## src/rtl/core/imhq_ram.sv

```systemverilog
// Generic single-write, single-read RAM with registered read data.
`default_nettype none

module imhq_ram #(
  parameter int WIDTH = 8,
  parameter int DEPTH = 16,
  localparam int AW = (DEPTH > 1) ? $clog2(DEPTH) : 1
) (
  input  logic             clk,
  input  logic             wr_en,
  input  logic [AW-1:0]    wr_addr,
  input  logic [WIDTH-1:0] wr_data,
  input  logic             rd_en,
  input  logic [AW-1:0]    rd_addr,
  output logic [WIDTH-1:0] rd_data
);

  logic [WIDTH-1:0] mem [DEPTH];

  always_ff @(posedge clk) begin
    if (wr_en) begin
      mem[wr_addr] <= wr_data;
    end
    if (rd_en) begin
      rd_data <= mem[rd_addr];
    end
  end

endmodule

`default_nettype wire

```

## config.mk

```make
export PLATFORM = sky130hd
export DESIGN_NAME = imhq_ram
export DESIGN_NICKNAME = d
export VERILOG_FILES = /design/src/rtl/core/imhq_ram.sv
export SDC_FILE = /design/constraint.sdc
export NUM_CORES = 1
export LEC_CHECK = 0
export BUFFER_PORTS_ARGS = -buffer_cell sky130_fd_sc_hd__buf_4
export CORE_ASPECT_RATIO = 0.8
export CORE_MARGIN = 2
export CORE_UTILIZATION = 45
export DETAILED_ROUTE_END_ITERATION = 8
export PLACE_DENSITY = 0.7
export SETUP_SLACK_MARGIN = 0.4
export SYNTH_ARGS = -nofsm -noshare
export SYNTH_HDL_FRONTEND = slang
export SYNTH_SLANG_ARGS = --single-unit
```

## constraint.sdc

```tcl
create_clock -name clk -period 3.3 [get_ports clk]
set_input_delay 0.165 -clock clk [delete_from_list [all_inputs] [get_ports clk]]
set_output_delay 0.165 -clock clk [all_outputs]
set_load 0.02 [all_outputs]
```

==> results.yml, run 1 <==
cts:
  h-tree-depth: 4
  clock_path_buffers: 2
  ctsRootBufferMaster: "clkbuf_16"
  cts_setup_buffers: 0
  cts_buffers: 17
  clock_sinks: 136
  clk_latency_ns: 0.41
  ctsResizeCount: 0
  cts_hold_buf: 0
  cts_tree: "built"
  path_clk_slew_ns: 0.05
route:
  drt-wirelength-per-cell_um: 22.49
  drt-vias-per-instance: 5.573
  drt-initial-drc-count: 200
  drc: 0
  drt.antenna.violating_nets: 0
  totalWireLength_um: 9648
  detailroute.via_count: 2391
  firstDrtPassIters: 4
timing:
  finClkSkew_ns: 0.01142
  setup_tns_ns: 0
  slew_headroom_pct: 37.15
  tightest_slew_ns: 0.9392
  hold_violations: 0
  rsz0062_at_grt: "no"
  fin_crit_ns: 1.521
  fin_ws_ns: 1.779
  max_freq_mhz: 657.3
  finalSetupViolCount: 0
  slew_violations: 0
  min_period_over_period_pct: 46.10
layout:
  n_antenna_cell: 0
  fin_cells: 429
  multi_input_area_mm2: 0.001057
  fin_nets: 287
  fill_cells: 860
  seqCellArea_mm2: 0.004084
  syn_to_final_growth_pct: 18.33
  stdcell_area_mm2: 0.006186
  drive_above_1_share_pct: 28.11
pwr:
  p_per_area_mw_per_mm2: 667.7
  p_leak_nw: 2.056
  ir_worst_vdd_mv: 0.4110
  finalPower_mw: 4.130
placed_design:
  post_dp_cell_area_mm2: 0.005552
  hpwl_um: 6177
  portBuffers: 26
  place_ws_ns: 1.311
  dp_cells: 397
  place.gp.congestion: 0.7002
global_route:
  grt_overflow: 0
  antenna_found_initial: 0
  grt_pass1_wl_um: 14900
  grt_pass1_vias: 2464
  grt_max_degree: 33
  grt_usage_pct: 16.82
worst_setup_path:
  crit_fanout: 1
  cp-end-kind: "flop"
  arrival_ns: 1.66
  path_class: "flop to flop"
  cp.required_ns: 3.44
  cp-start-kind: "flop"
worst_hold_path:
  hold_path.class: "input port to flop"
logic_synthesis:
  synth_warnings: 0
  ys_top_cells_by_area: "edfxtp_1 78%, mux4_2 7.8%, mux4_1 7.0%"
  yosysSeqAreaShare_pct: 78.12
  netlist.area_leader.share_pct: 78.12
  yosysTopAreaCell: "edfxtp_1"
  synth_area_mm2: 0.005228
  synth_cells: 229
  synth_seq_cells: 136
  synth_cell_types: 18
  syn-num-nets: 248
  synth_area_per_cell_um2: 22.83
die:
  die_area_mm2: 0.01250
  rows: 35
  die_h_um: 100.4
  core-area_mm2: 0.01143
  initial_core_util_pct: 45.74
  die_x_um: 124.5
  io_pins: 27
flow_run:
  maxCapViolCount: 0
status:
  status: "completed"
## cells in the mapped netlist
library cell / count
nand2_1: 9
mux4_1: 14
clkdlybuf4s25_2: 3
nand3b_1: 2
nor2_1: 13
nor2b_1: 1
buf_2: 3
nor3_1: 4
buf_4: 1
mux4_2: 18
edfxtp_1: 136
nand2b_1: 2
and2_1: 1
buf_6: 3
or3b_2: 1
a22oi_1: 16
and2b_1: 1
nand3_1: 1
## report_power, final
part           switching (mW)  internal (mW)  total, mW  leakage (nW)
clock network           0.656           1.33       1.99         0.303
logic                   0.106         0.0785      0.184         0.516
registers              0.0117           1.95       1.96          1.24
total                   0.773           3.36       4.13          2.06
## cell usage in the layout, fill, tap and decap left out, types with 2 or more instances in the layout
cell / netlist / layout
nor3_1: 4 / 4
bufinv_16: 0 / 5
clkbuf_16: 0 / 17
nand3b_1: 2 / 2
edfxtp_1: 136 / 136
nand2b_1: 2 / 2
clkinvlp_4: 0 / 3
nand2_1: 9 / 9
mux4_1: 14 / 14
nor2_1: 13 / 13
mux4_2: 18 / 18
buf_4: 1 / 30
clkinv_2: 0 / 4
a22oi_1: 16 / 16
## worst max-delay path: stages, from the launching register on
cell	delay [ns]
edfxtp_1	0.37
mux4_1	0.54
a22oi_1	0.22
nand2_1	0.12
## worst paths after layout
path	startpoint	end	slack, ns	cells after the start
worst max-delay path	mem[1][1]	rd_data[1]	1.78	3
worst min-delay path	wr_data[1]	mem[5][1]	0.05	1
worst max register to register	mem[1][1]	rd_data[1]	1.78	3
worst min register to register	mem[8][5]	rd_data[5]	0.76	3
## metrics by stage
| step | hold WS, ns | utilization (%) |
|---|---|---|
| after floorplan | 0.2639 | - |
| after detailed placement | 0.4752 | 48.57 |
| final | 0.05266 | 54.12 |
| after global routing | 0.06177 | 54.12 |
| after global placement | 0.4617 | 48.57 |
| after CTS | 0.04879 | 54.12 |
## metal layers
metal,vias up,part of all wire [%],GRT usage (%)
li1,1060,-,-
met1,1235,43,23.87
met2,89,49,24.93
met3,7,7.4,4.638
met4,0,0.77,7.174
met5,-,0,0
## flip-flops by register name, summed over array words and instances, names as in the netlist
signal,flops
mem,128
rd_data,8
## kinds of logic after synthesis
logic type	after synthesis	synth area share (%)
flops	136	78.12
simple gates	35	3.136
mux	32	14.79
compound gates	16	2.298
buf+inv	10	1.651
## area by class of cell
type	instances	share of cell area, %
tap	148	2.994
sequential	136	66.02
clock buffer	18	6.938
multi-input combinational	83	17.09
clock inverter	14	3.317
timing repair buffer	30	3.641
Note: power is estimated with default switching activity, not from simulation.
==> run 2, diff against run 1 <==
--- a/config.mk
+++ b/config.mk
@@ -10,7 +10,7 @@
 export CORE_MARGIN = 2
 export CORE_UTILIZATION = 45
 export DETAILED_ROUTE_END_ITERATION = 8
-export PLACE_DENSITY = 0.7
+export PLACE_DENSITY = 0.72
 export SETUP_SLACK_MARGIN = 0.4
 export SYNTH_ARGS = -nofsm -noshare
 export SYNTH_HDL_FRONTEND = slang
==> constraint.sdc (replaced) <==
create_clock -name clk -period 1.2 [get_ports clk]
set_input_delay 0.06 -clock clk [delete_from_list [all_inputs] [get_ports clk]]
set_output_delay 0.06 -clock clk [all_outputs]
set_load 0.02 [all_outputs]
==> results.yml, run 2 (same netlist as run 1, synthesis figures left out) <==
timing:
  finClkSkew_ns: 0.004089
  min_period_over_period_pct: 118.0
  rsz0062_at_grt: "yes"
  fin_ws_ns: -0.2160
  fin_crit_ns: 1.416
  finalHoldWorstSlack_ns: 0.2139
  tightest_slew_ns: 0.9279
  setup_tns_ns: -1.367
  slew_headroom_pct: 37.91
  max_freq_mhz: 706.2
  hold_violations: 0
  finalSetupViolCount: 8
  slew_violations: 0
global_route:
  grtUsageMet1_pct: 23.55
  grt_pass1_wl_um: 15900
  use_met2_pct: 29.76
  grt_usage_pct: 18.20
  grtUsageMet3_pct: 5.011
  grt_busiest_layer: "met2"
  antenna_found_initial: 0
  grt_max_degree: 24
  grt_overflow: 0
  grt_pass1_vias: 2680
cts:
  clock_sinks: 136
  h-tree-depth: 4
  path_clk_slew_ns: 0.05
  ctsRootBufferMaster: "clkbuf_16"
  clk_latency_ns: 0.41
  cts_buffers: 17
  cts_tree: "built"
  clock_path_buffers: 2
layout:
  drive_above_1_share_pct: 45.71
  fill_cells: 799
  syn_to_final_growth_pct: 29.80
  n_antenna_cell: 0
  fin_cells: 463
  largest-register: "mem"
  largest_reg_flops: 128
  layout_commonest_cell: "edfxtp_1"
  stdcell_area_mm2: 0.006785
  fin_nets: 321
  final_cell_mix: "136 x edfxtp_1, 32 x mux4_2, 20 x buf_4"
  reg.largest.list: "mem: 128 flops, rd_data: 8 flops"
worst_setup_path:
  rr_worst_depth: 3
  r2r_setup_slack_ns: -0.22
  cp-end-kind: "flop"
  crit_chain: "mux4_2 > a22oi_2 > nand2_1"
  cp-start-kind: "flop"
  r2r_end: "rd_data[6]"
  critPathSlowestCell: "mux4_2"
  cp_slowest_stage_delay_ns: 0.50
  crit_fanout: 1
  r2r-start: "mem[11][6]"
  path_class: "flop to flop"
  cp.required_ns: 1.36
  arrival_ns: 1.57
route:
  drt.antenna.violating_nets: 0
  drt-vias-per-instance: 5.488
  drt-initial-drc-count: 258
  drc: 0
  totalWireLength_um: 10350
  detailroute.via_count: 2541
  firstDrtPassIters: 6
  drt-wirelength-per-cell_um: 22.34
placed_design:
  portBuffers: 26
  dp_cells: 418
  hpwl_um: 6620
  place_ws_ns: -0.3663
  place.gp.congestion: 0.7679
  post_dp_cell_area_mm2: 0.005974
die:
  die_area_mm2: 0.01250
  die_x_um: 124.5
  core-area_mm2: 0.01143
  initial_core_util_pct: 45.74
  io_pins: 27
  rows: 35
  die_h_um: 100.4
flow_run:
  maxCapViolCount: 0
worst_hold_path:
  min_from: "wr_addr[1]"
  hold_depth: 3
  min_delay_worst_endpoint: "mem[12][6]"
  hold_path.class: "input port to flop"
pwr:
  p_leak_nw: 2.228
  p_per_area_mw_per_mm2: 1577
  ir_worst_vdd_mv: 1.091
status:
  status: "finished with violations"
  violations: "negative setup slack"
run 2: cell count changes in the layout (fill, tap and decap cells not counted), moves of 9 or more:
| cell | previous run | this run |
|---|---|---|
| nor2_4 | 0 | 12 |
| a22oi_1 | 16 | 7 |
| a22oi_2 | 0 | 9 |
| nor2_1 | 13 | 1 |
| dlygate4sd3_1 | 0 | 9 |
| mux4_2 | 18 | 32 |
| buf_12 | 0 | 16 |
| buf_4 | 30 | 20 |
| buf_6 | 0 | 19 |
| mux4_1 | 14 | 0 |
run 2: worst max-delay path: cells and delay by family, from the launching register on:
family | cells | cell delay, ns
multiplexers | 1 | 0.50
AND/OR/NAND/NOR | 1 | 0.07
AO/OA/AOI/OAI | 1 | 0.23
flip-flops | 1 | 0.36
run 2: cell type report:
class	count	area (um2)	area share [%]
flip-flops and latches	136	4084	60.19
repair buffers	64	774.5	11.41
well taps	148	185.2	2.729
clock inverters	10	80.08	1.180
clock buffers	22	444.2	6.546
multi-input cells	83	1217	17.94
run 2: metal layers:
metal	routed length, um	vias to the layer above
li1	-	1116
met1	4106	1308
met2	5152	107
met3	949	10
met4	136	0
met5	0	-
run 2: where the power goes:
group	switching [mW]	internal [mW]	total [mW]	leakage, nW
sequential	0.0363	5.36	5.39	1.24
combinational	0.369	0.358	0.727	0.735
clock	1.77	2.81	4.58	0.257
run 2: worst max-delay path by stage:
stage	start	endpoint	slack (ns)
floorplan	mem[3][0]	rd_data[0]	-0.07
global placement	rd_addr[0]	rd_data[0]	-0.35
detailed placement	rd_addr[0]	rd_data[0]	-0.37
CTS	mem[11][3]	rd_data[3]	-0.19
global route	mem[11][6]	rd_data[6]	-0.25
finish	mem[11][6]	rd_data[6]	-0.22
run 2: per-stage QoR:
step,util (%),total power [mW]
floorplan,-,5.831
global placement,52.27,6.117
detailed placement,52.27,6.138
CTS,59.04,10.76
global route,59.37,11.06
finish,59.37,10.70
run 2: timing repair:
action                                  in CTS  in global routing
hold endpoints to repair                   136                  0
pin swaps                                    8                  1
gates resized for setup                     24                  4
hold buffers                                 9                  0
endpoints found under the setup margin     104                 56
buffers inserted                             3                  1
